===== src/sfi_pkg.sv =====
package sfi_pkg;

  // Field widths of the words on the two channels and the configuration port.
  localparam int MILLER_W   = 5;
  localparam int AMP_W      = 16;
  localparam int INT_W      = 17;
  localparam int CFG_IDX_W  = 3;
  localparam int CFG_DATA_W = 48;
  localparam int COUNT_W    = 3;

  // Atom coordinates and the phase word, both in units of 2^-16 turn.
  localparam int POS_W = 16;
  localparam int PH_W  = 16;

  // Register indexes on the configuration port.
  localparam logic [CFG_IDX_W-1:0] REG_ATOM_COUNT = 3'd0;
  localparam logic [CFG_IDX_W-1:0] REG_ATOM_POS0  = 3'd1;
  localparam int                   NUM_POS_REGS   = 4;

  // Quarter-wave polynomial: u = r/16384 held as x = r << 14 in Q28.
  localparam int R_W        = 14;
  localparam int X_W        = 29;
  localparam int Q_FRAC     = 28;
  localparam int TRIG_MAG_W = 13;
  localparam int TRIG_W     = 14;
  localparam logic [R_W:0] QUARTER = 15'd16384;

  localparam int HORNER_STEPS = 4;
  localparam logic [X_W-1:0] C9 = 29'd43068;
  // Horner constants in the order they are applied: C7, C5, C3, C1.
  localparam logic [X_W-1:0] HORNER_C [HORNER_STEPS] = '{
    29'd1256749, 29'd21392327, 29'd173399667, 29'd421657428
  };

  localparam logic [TRIG_MAG_W-1:0] TRIG_ONE = 13'd4096;
  localparam logic signed [TRIG_W-1:0] TRIG_MAX = 14'sd4096;
  localparam logic signed [TRIG_W-1:0] TRIG_MIN = -14'sd4096;

  // Quadrant codes, from the top two bits of the phase.
  localparam logic [1:0] QUAD_I   = 2'd0;
  localparam logic [1:0] QUAD_II  = 2'd1;
  localparam logic [1:0] QUAD_III = 2'd2;
  localparam logic [1:0] QUAD_IV  = 2'd3;

  // Pipeline plan: phase, sine/cosine evaluation, then sum/square/round.
  localparam int PH_STAGES = 1;
  localparam int SC_STAGES = HORNER_STEPS + 2;
  localparam int CB_STAGES = 3;
  localparam int NSTAGES   = PH_STAGES + SC_STAGES + CB_STAGES;

endpackage


===== src/sfi_phase.sv =====
module sfi_phase #(
  parameter int MAX_ATOMS  = 4,
  parameter int PHASE_BITS = 16
) (
  input  logic                                 clk_i,
  input  logic                                 en_i,
  input  logic signed [sfi_pkg::MILLER_W-1:0]  miller_h_i,
  input  logic signed [sfi_pkg::MILLER_W-1:0]  miller_k_i,
  input  logic signed [sfi_pkg::MILLER_W-1:0]  miller_l_i,
  input  logic [sfi_pkg::CFG_DATA_W-1:0]       atom_pos_i [MAX_ATOMS],
  output logic [sfi_pkg::PH_W-1:0]             phase_o    [MAX_ATOMS]
);
  import sfi_pkg::*;

  // Low phase bits dropped when the phase is held to fewer than 16 bits.
  localparam int QB = (PHASE_BITS < PH_W) ? (PH_W - PHASE_BITS) : 0;
  localparam logic [PH_W-1:0] PHASE_MASK = PH_W'({PH_W{1'b1}} << QB);

  logic [PH_W-1:0] he, ke, le;
  logic [PH_W-1:0] phase_d [MAX_ATOMS];
  logic [PH_W-1:0] phase_q [MAX_ATOMS];

  // The sum wraps modulo one turn, so only the low 16 bits are formed.
  always_comb begin
    he = PH_W'(miller_h_i);
    ke = PH_W'(miller_k_i);
    le = PH_W'(miller_l_i);
    for (int j = 0; j < MAX_ATOMS; j++) begin
      phase_d[j] = (he * atom_pos_i[j][0 +: POS_W]
                  + ke * atom_pos_i[j][POS_W +: POS_W]
                  + le * atom_pos_i[j][2*POS_W +: POS_W]) & PHASE_MASK;
    end
  end

  always_ff @(posedge clk_i) begin
    if (en_i) begin
      for (int j = 0; j < MAX_ATOMS; j++) begin
        phase_q[j] <= phase_d[j];
      end
    end
  end

  assign phase_o = phase_q;

endmodule


===== config.mk =====
export PLATFORM = sky130hd
export DESIGN_NAME = sfi_phase
export DESIGN_NICKNAME = d
export VERILOG_FILES = /design/src/sfi_pkg.sv /design/src/sfi_phase.sv
export SDC_FILE = /design/constraint.sdc
export NUM_CORES = 2
export LEC_CHECK = 0
export ABC_AREA = 1
export BUFFER_PORTS_ARGS = -buffer_cell sky130_fd_sc_hd__buf_2
export CORE_UTILIZATION = 55
export DETAILED_ROUTE_END_ITERATION = 16
export MAX_ROUTING_LAYER = met4
export PLACE_DENSITY = 0.75
export REMOVE_ABC_BUFFERS = 1
export SLEW_MARGIN = 20
export SYNTH_ARGS = -nofsm -noshare
export SYNTH_HDL_FRONTEND = slang
export SYNTH_SLANG_ARGS = --single-unit
export TNS_END_PERCENT = 100

===== constraint.sdc =====
create_clock -name clk_i -period 11.4 [get_ports clk_i]
set_input_delay 2.28 -clock clk_i [delete_from_list [all_inputs] [get_ports clk_i]]
set_output_delay 2.28 -clock clk_i [all_outputs]
set_load 0.1 [all_outputs]

# --- Word-level counts from Yosys, hierarchy flattened ---
# Cells that the tools add are included.
# W data, S select, Z words.
op_classes:
  add_sub_neg: 8
  n_mul: 12
op_table:
  columns: ["operator", "n"]
  rows:
  - ["$mul A5 B16 Y16", 12]
  - ["$add A16 B16 Y16", 8]
word_totals:
  input_bits: 209
  wordCells: 24
  out_inout_bits: 64
  ff_bits: 64

# --- Logic depth before layout (Yosys ltp) ---
logic_depth:
  depth_word: 3
  mapped_depth: 29
  mapped_depth_nobuf: 27

# --- Least setup slack after synthesis ---
# No wires, ideal clock.
synth_path:
  path_kind: "input port to flip-flop"
  start: "input miller_l_i[4] in the netlist's numbering"
  end: "register phase_q, in the netlist phase_o[10] (data pin)"
  arrival_time_ps: 7349
  setup_time_ps: 276
  slack_ps: 3776
  cell_stages: 19
  path_buffers: 2
  required_time_ps: 11124
  path_cell_list: "inv_1 clkbuf_1 clkbuf_1 nor2_1 fa_1 inv_1 fa_1 inv_1 fa_1 fa_1 inv_1 fa_1 fa_1 inv_1 ha_1 nand2_1 o21a_1 o311ai_0 xor2_1"
synth_rtl:
  columns: ["item", "line_no", "rtl"]
  rows:
  - ["start, declared", "sfi_phase.sv:9", "input logic signed [sfi_pkg::MILLER_W-1:0] miller_l_i,"]
  - ["end signal, assigned by index", "sfi_phase.sv:38", "phase_q[j] <= phase_d[j];"]
  - ["end, declared", "sfi_phase.sv:21", "logic [PH_W-1:0] phase_q [MAX_ATOMS];"]

==> summary.md <==
| Metric | Value |
|---|---|
| Area overhead of the layout relative to synthesis | `8.17%` |
| Number of flip-flops in the largest register | `64` |
| Synthesized netlist cell count | `3,525` |
| Initial core utilization | `0.560` |
| Type of the tightest min-delay check | `in -> reg` |
| Number of antenna violations at the first check in global routing | `24` |
| Total Routed Length | `70,600 um` |
| DRC violation total after the first TritonRoute iteration | `1,439` |
| Final worst-path cycle share | `0.716` |
| Worst relative slew slack | `0.360` |
| Result of the run | `completed` |
| Gp weighted congestion | `0.912` |
| Highest clock rate | `0.122 GHz` |
| Worst setup EP type | `flop` |
| Final standard cell area without fillers | `30,600 um2` |
| Count of state elements after synthesis | `64` |
| Total number of nets in the final design | `4,779` |
| CP dominant cell by count | `sky130_fd_sc_hd__fa_1` |
| Vias in the first global route | `about 23,000` |
| CP max-delay cell | `sky130_fd_sc_hd__fa_1` |
| Fraction of layout cells with a size suffix above 1 | `0.102` |
| Worst hold stages | `2` |
| Final Max Tran Viols | `0` |
| EDFF count, synth | `64` |
| Final setup margin | `3230 ps` |
| Total gr overflow | `0` |
| First-pass GRT wire length | `around 120,000 um` |
| Count of cell types in the netlist | `35` |
| Maximum cell stage delay along the critical path | `540 ps` |
| Boundary pin count | `273` |
| Setup repair bufs after CTS | `0` |
| Root Buffer Master | `sky130_fd_sc_hd__clkbuf_16` |
| Number of design rule violations left after detail routing | `0` |
| Cts repair resizes | `0` |
| Worst hold slack | `2500 ps` |
| CTS tree | `done` |
| Number of setup violations in the final report | `0` |
| Start-to-end type of the worst setup path | `in -> reg` |
| Die height | `between 200 and 250 um` |
| Hold_sp | `miller_l_i[4]` |
| Data required, critical path | `11,530 ps` |
| All-Layer GR Usage | `0.295` |
| Highest fanout seen on the critical path | `40` |
| Largest net degree at the start of global routing | `65` |
| Hold Violations, Final | `0` |
| Share of the yosys chip area belonging to registers | `0.0679` |
| Per-cell via count in the routed design | `between 5 and 6` |
| Hold Crit Endpoint | `phase_o[49]` |
| Count of H-tree levels built during CTS | `3` |
| Number of warnings printed during yosys synthesis | `0` |
| Number of maximum-capacitance constraint violations | `0` |
| Number of vias in the routed layout | `22,400` |
| Clock-pin slew on the worst setup and hold paths | `70 ps` |
| Instance area at placement | `approximately 30,000 um2` |
| Number of CTS-inserted buffers | `9` |
| Number of fillers in the final layout | `between 4,000 and 5,000` |
| Number of buffers on the longest clock path | `2` |
| Placed wire-length estimate after detailed placement | `59,200 um` |
| Floorplan die area | `52,300 um2` |
| Crit path DAT | `between 8000 and 9000 ps` |
| Setup repair after global routing missed its margin | `false` |
| Cells along the critical path | `buf_4, inv_2, buf_4, or2_2, fa_1, inv_1, fa_1, fa_1, fa_1, fa_1, inv_1, fa_1, inv_1, ha_1, nand2_1, nor2_1, nand4_1, o21ai_0, nand2_1, nand2_1, a21oi_1, xnor2_1` |
| Number of placement rows | `82` |
| Floorplan Core Area | `50,500 um2` |
| Shortest clock period the worst path allows after layout | `8170 ps` |
| Combined area of all synthesized cells | `28,300 um2` |
| Antenna viol nets, final | `0` |
| Average detailed-routed wire length per instance | `15.9 um` |
| Avg Inst Size Synth | `around 8.0 um2` |
| Number of buffers added to fix hold violations after cts | `0` |
| Critical path startpoint | `miller_l_i[4]` |
| Clock net sink count | `64` |
| Main synth FF type | `sky130_fd_sc_hd__edfxtp_1` |
| Setup Total Neg Slack | `0 ps` |
| Startpoint Class | `input port` |
| First-pass iteration count of the detailed router | `7` |
| Port Buffers | `272` |
| Transition at the pin with the smallest max-transition slack | `960 ps` |
| Post-place setup slack | `roughly 2900 ps` |
| X dimension of the die | `about 230 um` |
| Share of synthesized registers carrying an async set or reset | `0` |
-- per-stage QoR --
step                      instances   util
after floorplan                3431      -
after global placement         4392  0.599
after detailed placement       4392  0.599
after CTS                      4407  0.605
after global routing           4429  0.606
final                          4429  0.606
-- layer usage --
layer  wire, um  share of wire  track usage
met3       5090          0.072       0.0475
met1      28200           0.40        0.371
met5          0              0            -
met2      35700           0.51        0.492
met4       1640          0.023       0.0890
-- cell families after synthesis --
family,synth area share
AND/OR/NAND/NOR,0.179
buffers and inverters,0.152
adder cells (fa/ha/maj),0.542
AO/OA/AOI/OAI,0.0275
XOR/XNOR,0.0319
flip-flops,0.0679
-- cell type report --
class | instances | area [um2] | area share
antenna | 22 | 55.1 | 0.00180
clock buffer | 9 | 225 | 0.00736
clock inverter | 6 | 85.1 | 0.00278
inverter | 1041 | 3910 | 0.128
multi-input combinational | 2326 | 22100 | 0.721
sequential | 64 | 1920 | 0.0628
tap | 672 | 841 | 0.0275
timing repair buffer | 289 | 1490 | 0.0488
-- how the worst max path moves through the flow --
stage,end,slack (ps)
global route,phase_o[44],2900
CTS,phase_o[44],3280
global placement,phase_o[31],3000
detailed placement,phase_o[44],2900
finish,phase_o[44],3230
floorplan,phase_o[58],3770
-- cell usage after synthesis, drive strengths merged, types with 17 or more instances --
cell type	count	area, um2
fa	644	12900
xor2	76	666
nand2	959	3600
xnor2	27	236
buf	45	206
ha	195	2440
o21ai	39	199
nand3b	17	128
nand3	69	345
or2	69	432
nor2	117	439
a21oi	67	335
edfxtp	64	1920
inv	1041	3910
clkbuf	49	184
-- worst max-delay path, delay by kind of cell --
| family | cells | cell delay, ps |
|---|---|---|
| xor gates and xnor gates | 1 | 130 |
| and+or+nand+nor | 6 | 950 |
| AOI/OAI and AO/OA | 2 | 400 |
| buffers and inverters | 6 | 1210 |
| adders and majority gates | 7 | 3290 |
-- layout by cell type (no fill, tap or decap) --
master                       instances
sky130_fd_sc_hd__a21o_1              5
sky130_fd_sc_hd__a21oi_1            67
sky130_fd_sc_hd__a31o_2              1
sky130_fd_sc_hd__a31oi_1             2
sky130_fd_sc_hd__buf_2             270
sky130_fd_sc_hd__buf_4              19
sky130_fd_sc_hd__bufinv_16           2
sky130_fd_sc_hd__clkbuf_16           9
sky130_fd_sc_hd__clkinv_2            2
sky130_fd_sc_hd__clkinvlp_4          2
sky130_fd_sc_hd__diode_2            22
sky130_fd_sc_hd__edfxtp_1           64
sky130_fd_sc_hd__fa_1              644
sky130_fd_sc_hd__ha_1              195
sky130_fd_sc_hd__inv_1            1036
sky130_fd_sc_hd__inv_2               5
sky130_fd_sc_hd__nand2_1           957
sky130_fd_sc_hd__nand2_2             2
sky130_fd_sc_hd__nand2b_1            1
sky130_fd_sc_hd__nand3_1            69
sky130_fd_sc_hd__nand3b_1           17
sky130_fd_sc_hd__nand4_1            15
sky130_fd_sc_hd__nor2_1            117
sky130_fd_sc_hd__nor4_1              1
sky130_fd_sc_hd__o2111ai_1          10
sky130_fd_sc_hd__o211ai_1            3
sky130_fd_sc_hd__o21a_1              2
sky130_fd_sc_hd__o21ai_0            36
sky130_fd_sc_hd__o21ai_1             2
sky130_fd_sc_hd__o21ai_2             1
sky130_fd_sc_hd__o221ai_1            3
sky130_fd_sc_hd__o311ai_0            2
sky130_fd_sc_hd__o31ai_1             2
sky130_fd_sc_hd__or2_0               1
sky130_fd_sc_hd__or2_2              68
sky130_fd_sc_hd__xnor2_1            27
sky130_fd_sc_hd__xor2_1             76
Power is left out: the tool's default activity adds up to more than one toggle a clock period on the data nets, which glitch-free logic cannot reach.
