<file path="src/sfi_pkg.sv">
package sfi_pkg;

  // Field widths of the words on the two channels and the configuration port.
  localparam int MILLER_W   = 5;
  localparam int AMP_W      = 16;
  localparam int INT_W      = 17;
  localparam int CFG_IDX_W  = 3;
  localparam int CFG_DATA_W = 48;
  localparam int COUNT_W    = 3;

  // Atom coordinates and the phase word, both in units of 2^-16 turn.
  localparam int POS_W = 16;
  localparam int PH_W  = 16;

  // Register indexes on the configuration port.
  localparam logic [CFG_IDX_W-1:0] REG_ATOM_COUNT = 3'd0;
  localparam logic [CFG_IDX_W-1:0] REG_ATOM_POS0  = 3'd1;
  localparam int                   NUM_POS_REGS   = 4;

  // Quarter-wave polynomial: u = r/16384 held as x = r << 14 in Q28.
  localparam int R_W        = 14;
  localparam int X_W        = 29;
  localparam int Q_FRAC     = 28;
  localparam int TRIG_MAG_W = 13;
  localparam int TRIG_W     = 14;
  localparam logic [R_W:0] QUARTER = 15'd16384;

  localparam int HORNER_STEPS = 4;
  localparam logic [X_W-1:0] C9 = 29'd43068;
  // Horner constants in the order they are applied: C7, C5, C3, C1.
  localparam logic [X_W-1:0] HORNER_C [HORNER_STEPS] = '{
    29'd1256749, 29'd21392327, 29'd173399667, 29'd421657428
  };

  localparam logic [TRIG_MAG_W-1:0] TRIG_ONE = 13'd4096;
  localparam logic signed [TRIG_W-1:0] TRIG_MAX = 14'sd4096;
  localparam logic signed [TRIG_W-1:0] TRIG_MIN = -14'sd4096;

  // Quadrant codes, from the top two bits of the phase.
  localparam logic [1:0] QUAD_I   = 2'd0;
  localparam logic [1:0] QUAD_II  = 2'd1;
  localparam logic [1:0] QUAD_III = 2'd2;
  localparam logic [1:0] QUAD_IV  = 2'd3;

  // Pipeline plan: phase, sine/cosine evaluation, then sum/square/round.
  localparam int PH_STAGES = 1;
  localparam int SC_STAGES = HORNER_STEPS + 2;
  localparam int CB_STAGES = 3;
  localparam int NSTAGES   = PH_STAGES + SC_STAGES + CB_STAGES;

endpackage

</file>
<file path="src/sfi_combine.sv">
module sfi_combine #(
  parameter int MAX_ATOMS = 4
) (
  input  logic                               clk_i,
  input  logic [sfi_pkg::CB_STAGES-1:0]      en_i,
  input  logic [MAX_ATOMS-1:0]               lane_en_i,
  input  logic signed [sfi_pkg::TRIG_W-1:0]  cos_i [MAX_ATOMS],
  input  logic signed [sfi_pkg::TRIG_W-1:0]  sin_i [MAX_ATOMS],
  output logic signed [sfi_pkg::AMP_W-1:0]   amplitude_real_o,
  output logic signed [sfi_pkg::AMP_W-1:0]   amplitude_imag_o,
  output logic [sfi_pkg::INT_W-1:0]          intensity_o
);
  import sfi_pkg::*;

  // Sums reach +/- MAX_ATOMS * 4096.
  localparam int SUM_W = $clog2(MAX_ATOMS * 4096 + 1) + 1;
  localparam int SQ_W  = 2 * SUM_W;
  localparam int MAG_W = SQ_W + 1;
  localparam int INT_CAP = (1 << INT_W) - 1;

  function automatic logic signed [AMP_W-1:0] sat_amp(input logic signed [SUM_W-1:0] v);
    int w;
    w = int'(v);
    if (w > 32767) begin
      return 16'sh7FFF;
    end else if (w < -32768) begin
      return -16'sh8000;
    end
    return AMP_W'(w);
  endfunction

  logic signed [SUM_W-1:0] re_d, im_d;
  logic signed [SUM_W-1:0] re_q, im_q;
  logic signed [SQ_W-1:0]  sq_re_d, sq_im_d;
  logic [SQ_W-1:0]         sq_re_q, sq_im_q;
  logic signed [AMP_W-1:0] amp_re_q, amp_im_q;
  logic [MAG_W-1:0]        mag, mag_rnd;
  logic [INT_W-1:0]        int_d;
  logic signed [AMP_W-1:0] out_re_q, out_im_q;
  logic [INT_W-1:0]        out_int_q;

  // Only the atoms below the configured count take part.
  always_comb begin
    re_d = '0;
    im_d = '0;
    for (int j = 0; j < MAX_ATOMS; j++) begin
      if (lane_en_i[j]) begin
        re_d = re_d + SUM_W'(cos_i[j]);
        im_d = im_d + SUM_W'(sin_i[j]);
      end
    end
  end

  always_comb begin
    sq_re_d = re_q * re_q;
    sq_im_d = im_q * im_q;
  end

  // The squared magnitude is formed in Q24 from the unsaturated sums.
  always_comb begin
    mag     = MAG_W'(sq_re_q) + MAG_W'(sq_im_q);
    mag_rnd = (mag + MAG_W'(2048)) >> 12;
    if (mag_rnd > MAG_W'(INT_CAP)) begin
      int_d = INT_W'(INT_CAP);
    end else begin
      int_d = INT_W'(mag_rnd);
    end
  end

  always_ff @(posedge clk_i) begin
    if (en_i[0]) begin
      re_q <= re_d;
      im_q <= im_d;
    end
    if (en_i[1]) begin
      sq_re_q  <= unsigned'(sq_re_d);
      sq_im_q  <= unsigned'(sq_im_d);
      amp_re_q <= sat_amp(re_q);
      amp_im_q <= sat_amp(im_q);
    end
    if (en_i[2]) begin
      out_re_q  <= amp_re_q;
      out_im_q  <= amp_im_q;
      out_int_q <= int_d;
    end
  end

  assign amplitude_real_o = out_re_q;
  assign amplitude_imag_o = out_im_q;
  assign intensity_o      = out_int_q;

endmodule

</file>
<file path="config.mk">
export PLATFORM = sky130hd
export DESIGN_NAME = sfi_combine
export DESIGN_NICKNAME = d
export VERILOG_FILES = /design/src/sfi_pkg.sv /design/src/sfi_combine.sv
export SDC_FILE = /design/constraint.sdc
export NUM_CORES = 2
export LEC_CHECK = 0
export ABC_CLOCK_PERIOD_IN_PS = 11850
export BUFFER_PORTS_ARGS = -buffer_cell sky130_fd_sc_hd__clkbuf_2
export CORE_AREA = 2 2 211 213
export DETAILED_ROUTE_END_ITERATION = 8
export DIE_AREA = 0 0 213 215
export PLACE_DENSITY = 0.88
export SLEW_MARGIN = 20
export SYNTH_ARGS = -nofsm -noshare
export SYNTH_HDL_FRONTEND = slang
export SYNTH_SLANG_ARGS = --single-unit
</file>
<file path="constraint.sdc">
create_clock -name clk_i -period 11.85 [get_ports clk_i]
set_clock_uncertainty 0.2 [all_clocks]
set_input_delay 0.5925 -clock clk_i [delete_from_list [all_inputs] [get_ports clk_i]]
set_output_delay 0.5925 -clock clk_i [all_outputs]
set_load 0.02 [all_outputs]
</file>
# ---- Word level (Yosys, flattened, before mapping)
# Index checks and enable logic that the tools add are counted.
dict set report totals {
  ff_bits 177
  out_inout_bits 49
  wordCells 44
}
dict set report op_classes {
  add_sub_neg 8
  mul 2
  order_cmp 5
  n_mux 20
}
# cell n
set op_table {}
lappend op_table {{$mux 16} 14}
lappend op_table {{$add 16x14->16} 6}
lappend op_table {{$mul 16x16->32} 2}
lappend op_table {{$add 32x32->33} 1}
lappend op_table {{$add 33x12->33 const B} 1}
lappend op_table {{$gt 16x16->1 const B} 2}
lappend op_table {{$lt 16x16->1 const B} 2}
lappend op_table {{$gt 21x17->1 const B} 1}
lappend op_table {{$mux 1} 6}

# ---- Logic depth before layout (Yosys ltp)
dict set report depth {
  depth_word 7
  depth_mapped 30
  ltp_nobuf 28
}

# ---- Worst setup path after synthesis
# OpenSTA, ideal clock, no wires.
dict set report synth_timing {
  path_kind {reg-to-reg}
  startpoint {register re_q[4]}
  endpoint {register sq_re_q[31], data pin}
  arrival_ns 6.135
  required_ns 11.390
  slack_ns 5.255
  stages_incl_launch_ff 25
  n_path_buf 2
  synth_period_minus_slack_ns 6.595
  cell_sequence {edfxtp_1 > clkbuf_1 > clkbuf_1 > nand2_1 > inv_1 > fa_1 > inv_1 > fa_1 > fa_1 > inv_1 > fa_1 > fa_1 > inv_1 > fa_1 > inv_1 > ha_1 > a211oi_1 > nand2_1 > a311oi_1 > o41ai_2 > a2111oi_0 > o31ai_1 > a211o_1 > a21oi_1 > xnor2_1}
}
dict set report synth_via {
  elab_chain_cells 1
}
# item line_no
set synth_lines {}
lappend synth_lines {{start: declaration} sfi_combine.sv:33} ;# logic signed [SUM_W-1:0] re_q, im_q;
lappend synth_lines {{start signal: assignment} sfi_combine.sv:72} ;# re_q <= re_d;
lappend synth_lines {{$mul 16x16->32} sfi_combine.sv:55} ;# sq_re_d = re_q * re_q;
lappend synth_lines {{named net sq_re_d[31]} sfi_combine.sv:34} ;# logic signed [SQ_W-1:0] sq_re_d, sq_im_d;
lappend synth_lines {{end signal: assignment} sfi_combine.sv:76} ;# sq_re_q <= unsigned'(sq_re_d);
lappend synth_lines {{end: declaration} sfi_combine.sv:35} ;# logic [SQ_W-1:0] sq_re_q, sq_im_q;
# The timed path passes the listed nets, and every way through them passes these cells.
# A chain may end at the register's enable or synchronous reset.

# ---- Final worst setup path
dict set report layout_timing {
  startpoint {register im_q[3]}
  endpoint {register sq_im_q[31], data pin}
}
dict set report layout_via {
  elab_chain_cells 1
}
# item line_no
set layout_lines {}
lappend layout_lines {{start: declaration} sfi_combine.sv:33}
lappend layout_lines {{start signal: assignment} sfi_combine.sv:73} ;# im_q <= im_d;
lappend layout_lines {{$mul 16x16->32} sfi_combine.sv:56} ;# sq_im_d = im_q * im_q;
lappend layout_lines {{named net sq_im_d[31]} sfi_combine.sv:34}
lappend layout_lines {{end signal: assignment} sfi_combine.sv:77} ;# sq_im_q <= unsigned'(sq_im_d);
lappend layout_lines {{end: declaration} sfi_combine.sv:35}
# The timed path passes the listed nets, and every way through them passes these cells.

==> flow_results.xml <==
<?xml version="1.0" encoding="UTF-8"?>
<metrics>
  <group name="sta">
    <metric name="final_layout_worst_hold_slack" unit="ns">0.217</metric>
    <metric name="rsz0062_at_grt" unit="">no</metric>
    <metric name="hold_viol" unit="">0</metric>
    <metric name="clock.fmax" unit="GHz">0.128</metric>
    <metric name="setup-violations-final" unit="">0</metric>
    <metric name="final-max-slew-violation-count" unit="">0</metric>
    <metric name="fin_crit_sh" unit="%">65.9</metric>
    <metric name="timing.final.crit_period" unit="ns">7.81</metric>
    <metric name="actual_slew_at_the_worst_max_slew_pin" unit="ns">1.11</metric>
    <metric name="fin_setup_tns" unit="ns">0</metric>
    <metric name="max_slew_margin" unit="%">26.2</metric>
    <metric name="post-route-worst-setup-slack" unit="ns">4.04</metric>
  </group>
  <group name="yosys">
    <metric name="yosys.area_share.xor_xnor" unit="%">4.68</metric>
    <metric name="synth_simple_gate_area_share" unit="%">10.6</metric>
    <metric name="main_combinational_cell_family_by_area_after_synthesis" unit="">adder cells</metric>
    <metric name="sequential_to_total_area_share_from_yosys_stat" unit="%">17.5</metric>
    <metric name="postSynth.asyncResetShare" unit="%">0</metric>
    <metric name="synth_fa_ha_area_share" unit="%">45.8</metric>
    <metric name="synth.mux.area_fraction" unit="%">1.97</metric>
    <metric name="yosys_register_bits" unit="">173</metric>
    <metric name="post_synthesis_net_count" unit="">3992</metric>
    <metric name="synth.avg_cell_area" unit="um2">9.67</metric>
    <metric name="synth_edf_count" unit="">173</metric>
    <metric name="flip_flop_cell_with_the_highest_count_after_synthesis" unit="">edfxtp_1</metric>
    <metric name="synth_compound_area_share" unit="%">9.30</metric>
    <metric name="yosys_warnings" unit="">0</metric>
    <metric name="synth.lib_cells_used.distinct" unit="">75</metric>
    <metric name="synthCells" unit="">3071</metric>
    <metric name="synth.cell_area" unit="um2">29700</metric>
  </group>
  <group name="floorplanning">
    <metric name="number_of_i_o_pins" unit="">169</metric>
    <metric name="initial_utilization" unit="%">68.1</metric>
    <metric name="core_area" unit="um2">43600</metric>
    <metric name="die-width" unit="um">213</metric>
    <metric name="chipHeight" unit="um">215</metric>
    <metric name="row_count" unit="">77</metric>
    <metric name="dieArea" unit="um2">45800</metric>
  </group>
  <group name="final_layout">
    <metric name="finalNetCount" unit="">4085</metric>
    <metric name="antenna-diode-count" unit="">0</metric>
    <metric name="synthesis_to_layout_area_growth" unit="%">6.34</metric>
    <metric name="final_layout_size_suffix_gt1_share" unit="%">8.72</metric>
  </group>
  <group name="cts">
    <metric name="cts_setup_buffers" unit="">0</metric>
    <metric name="numCtsBuffers" unit="">17</metric>
    <metric name="clock_insertion_delay_at_the_later_pin_of_the_skew_report" unit="ns">0.46</metric>
    <metric name="root_buffer" unit="">clkbuf_16</metric>
    <metric name="cts-resized-gates" unit="">0</metric>
    <metric name="cts_tree" unit="">done</metric>
    <metric name="cts.htree.levels" unit="">4</metric>
    <metric name="clk_pin_slew" unit="ns">0.08</metric>
    <metric name="clockBufferDepth" unit="">2</metric>
    <metric name="cts_hold_buf" unit="">0</metric>
    <metric name="cts_num_sinks" unit="">173</metric>
  </group>
  <group name="drt">
    <metric name="drt.antenna.violating_nets" unit="">0</metric>
    <metric name="route.detailed.vias_per_inst" unit="">5.83</metric>
    <metric name="post_drt_wl_per_cell" unit="um">18.2</metric>
    <metric name="drt_pass1_iterations" unit="">6</metric>
    <metric name="drc" unit="">0</metric>
    <metric name="detailedRoute.firstIterationViolations" unit="">1455</metric>
    <metric name="total_number_of_vias" unit="">22000</metric>
    <metric name="routed_wl" unit="mm">68.6</metric>
  </group>
  <group name="min_path">
    <metric name="hp-class" unit="">flip-flop to flip-flop</metric>
  </group>
  <group name="setup_path">
    <metric name="worst_ep_required_time" unit="ns">11.86</metric>
    <metric name="timing.critical_path.buf_inv" unit="">4</metric>
    <metric name="worst_path_most_repeated_cell" unit="">fa_1</metric>
    <metric name="timing_worst_setup_path_type" unit="">flip-flop to flip-flop</metric>
    <metric name="cpLargestDelayFamily" unit="">adder cells</metric>
    <metric name="critical_path.slowest_cell" unit="">edfxtp_1</metric>
    <metric name="critical_path_peak_fanout" unit="">16</metric>
    <metric name="setup.worst_path.start_class" unit="">flip-flop</metric>
    <metric name="critPathArrivalTime" unit="ns">7.81</metric>
    <metric name="setup.worst_path.end_class" unit="">flip-flop</metric>
    <metric name="cpPeakStageDelay" unit="ns">0.87</metric>
    <metric name="critical_path.cell_chain" unit="">inv_1 &gt; nor2_1 &gt; ha_1 &gt; xor2_1 &gt; fa_1 &gt; fa_1 &gt; inv_1 &gt; fa_1 &gt; fa_1 &gt; inv_1 &gt; fa_1 &gt; inv_1 &gt; ha_1 &gt; nand3_1 &gt; or3_1 &gt; a211o_1 &gt; a311oi_1 &gt; a211o_1 &gt; a211o_1 &gt; a31o_1 &gt; a21oi_1 &gt; xnor2_1</metric>
  </group>
  <group name="global_route">
    <metric name="antenna_found_initial" unit="">0</metric>
    <metric name="grt_use_total" unit="%">31.9</metric>
    <metric name="gr-max-usage-layer" unit="">met2</metric>
    <metric name="grt.met3_usage" unit="%">6.23</metric>
    <metric name="groute.layer.met1.usage" unit="%">37.4</metric>
    <metric name="gr-usage-met2" unit="%">56.4</metric>
    <metric name="grt_first_pass_wirelength" unit="mm">115</metric>
    <metric name="largest_net_degree_at_the_start_of_global_routing" unit="">73</metric>
    <metric name="globalRoute.totalOverflow" unit="">0</metric>
    <metric name="first_global_vias" unit="">24400</metric>
  </group>
  <group name="placed_design">
    <metric name="dp_slack" unit="ns">4.26</metric>
    <metric name="place_hpwl" unit="mm">55.5</metric>
    <metric name="gp_congestion" unit="">0.960</metric>
    <metric name="placement.io_buffers" unit="">168</metric>
  </group>
  <group name="flow_run">
    <metric name="max_cap_violations" unit="">0</metric>
  </group>
  <group name="outcome">
    <metric name="run_status" unit="">finished clean</metric>
  </group>
</metrics>
==> final timing paths <==
kind	slack, ns	cells after the start	from	endpoint
worst min-delay path	0.22	0	amp_re_q[11]	amplitude_real_o[11]
worst max register to register	4.04	22	im_q[3]	sq_im_q[31]
worst min register to register	0.22	0	amp_re_q[11]	amplitude_real_o[11]
worst max-delay path	4.04	22	im_q[3]	sq_im_q[31]
==> per-stage QoR <==
step	area, um2	cells	util (%)
after floorplan	29700	3071	-
after global placement	31000	3737	70.9
after detailed placement	31000	3737	70.9
after CTS	31600	3769	72.4
after global routing	31600	3769	72.4
final	31600	3769	72.4
==> registers in the layout, summed over array words and instances (netlist names) <==
signal            cells
amp_re_q             16
intensity_o          17
sq_im_q              30
amplitude_real_o     16
im_q                 16
amplitude_imag_o     16
sq_re_q              30
re_q                 16
amp_im_q             16
==> cells in the mapped netlist (4+ instances only) <==
master	count	area, um2
fa_1	478	9570
ha_1	323	4040
a311oi_1	7	61.3
and2_1	112	701
o21bai_1	15	113
o31a_1	4	35.0
a21oi_1	119	596
o21ai_1	14	70.1
nor2_1	160	601
a21o_1	45	338
o21a_1	33	248
mux2i_1	9	90.1
o21ai_0	64	320
nand3b_1	5	37.5
a211o_1	7	61.3
and3_1	14	87.6
mux2_2	44	495
a31o_2	6	52.6
a211oi_1	22	165
or3_1	14	87.6
xor2_1	37	324
o31ai_1	13	97.6
xnor2_1	119	1040
nand2b_1	23	144
nor2b_1	18	113
or2_2	10	62.6
or4_1	5	37.5
nand2_1	231	867
a31oi_1	20	125
nand3_1	33	165
edfxtp_1	173	5190
clkbuf_1	96	360
a2111oi_0	5	43.8
nor3_1	28	140
inv_1	697	2620
o211ai_1	12	90.1
==> layer usage <==
metal	vias to the layer above	wire, um
met2	911	35500
li1	9951	-
met1	10800	25100
met5	-	0
met4	0	2970
met3	258	5080
==> kinds of logic (layout without fill, tap and decap cells) <==
kind of cell	count (synthesis)	in the layout
buffers and inverters	799	905
muxes	53	53
DFF	173	173
and+or+nand+nor	668	668
xor gates and xnor gates	157	157
AOI/OAI and AO/OA	420	420
adders and majority gates	801	801
==> placed cells by master (no fill, tap or decap), types with 33 or more instances in the layout <==
cell type,instances
a21o_1,45
nor2_1,160
edfxtp_1,173
nand3_1,33
fa_1,478
o21a_1,33
ha_1,323
nand2_1,231
mux2_2,44
inv_1,697
and2_1,112
xnor2_1,119
o21ai_0,64
xor2_1,37
clkbuf_2,167
a21oi_1,119
==> final cells by class <==
class | count | area, um2
repair buffers | 175 | 896
clock inverters | 15 | 201
flip-flops and latches | 173 | 5190
well taps | 592 | 741
clock buffers | 17 | 425
inverters | 698 | 2620
fillers | 2926 | 12100
multi-input cells | 2099 | 21500
Power is left out: the tool's default activity adds up to more than one toggle a clock period on the data nets, which glitch-free logic cannot reach.
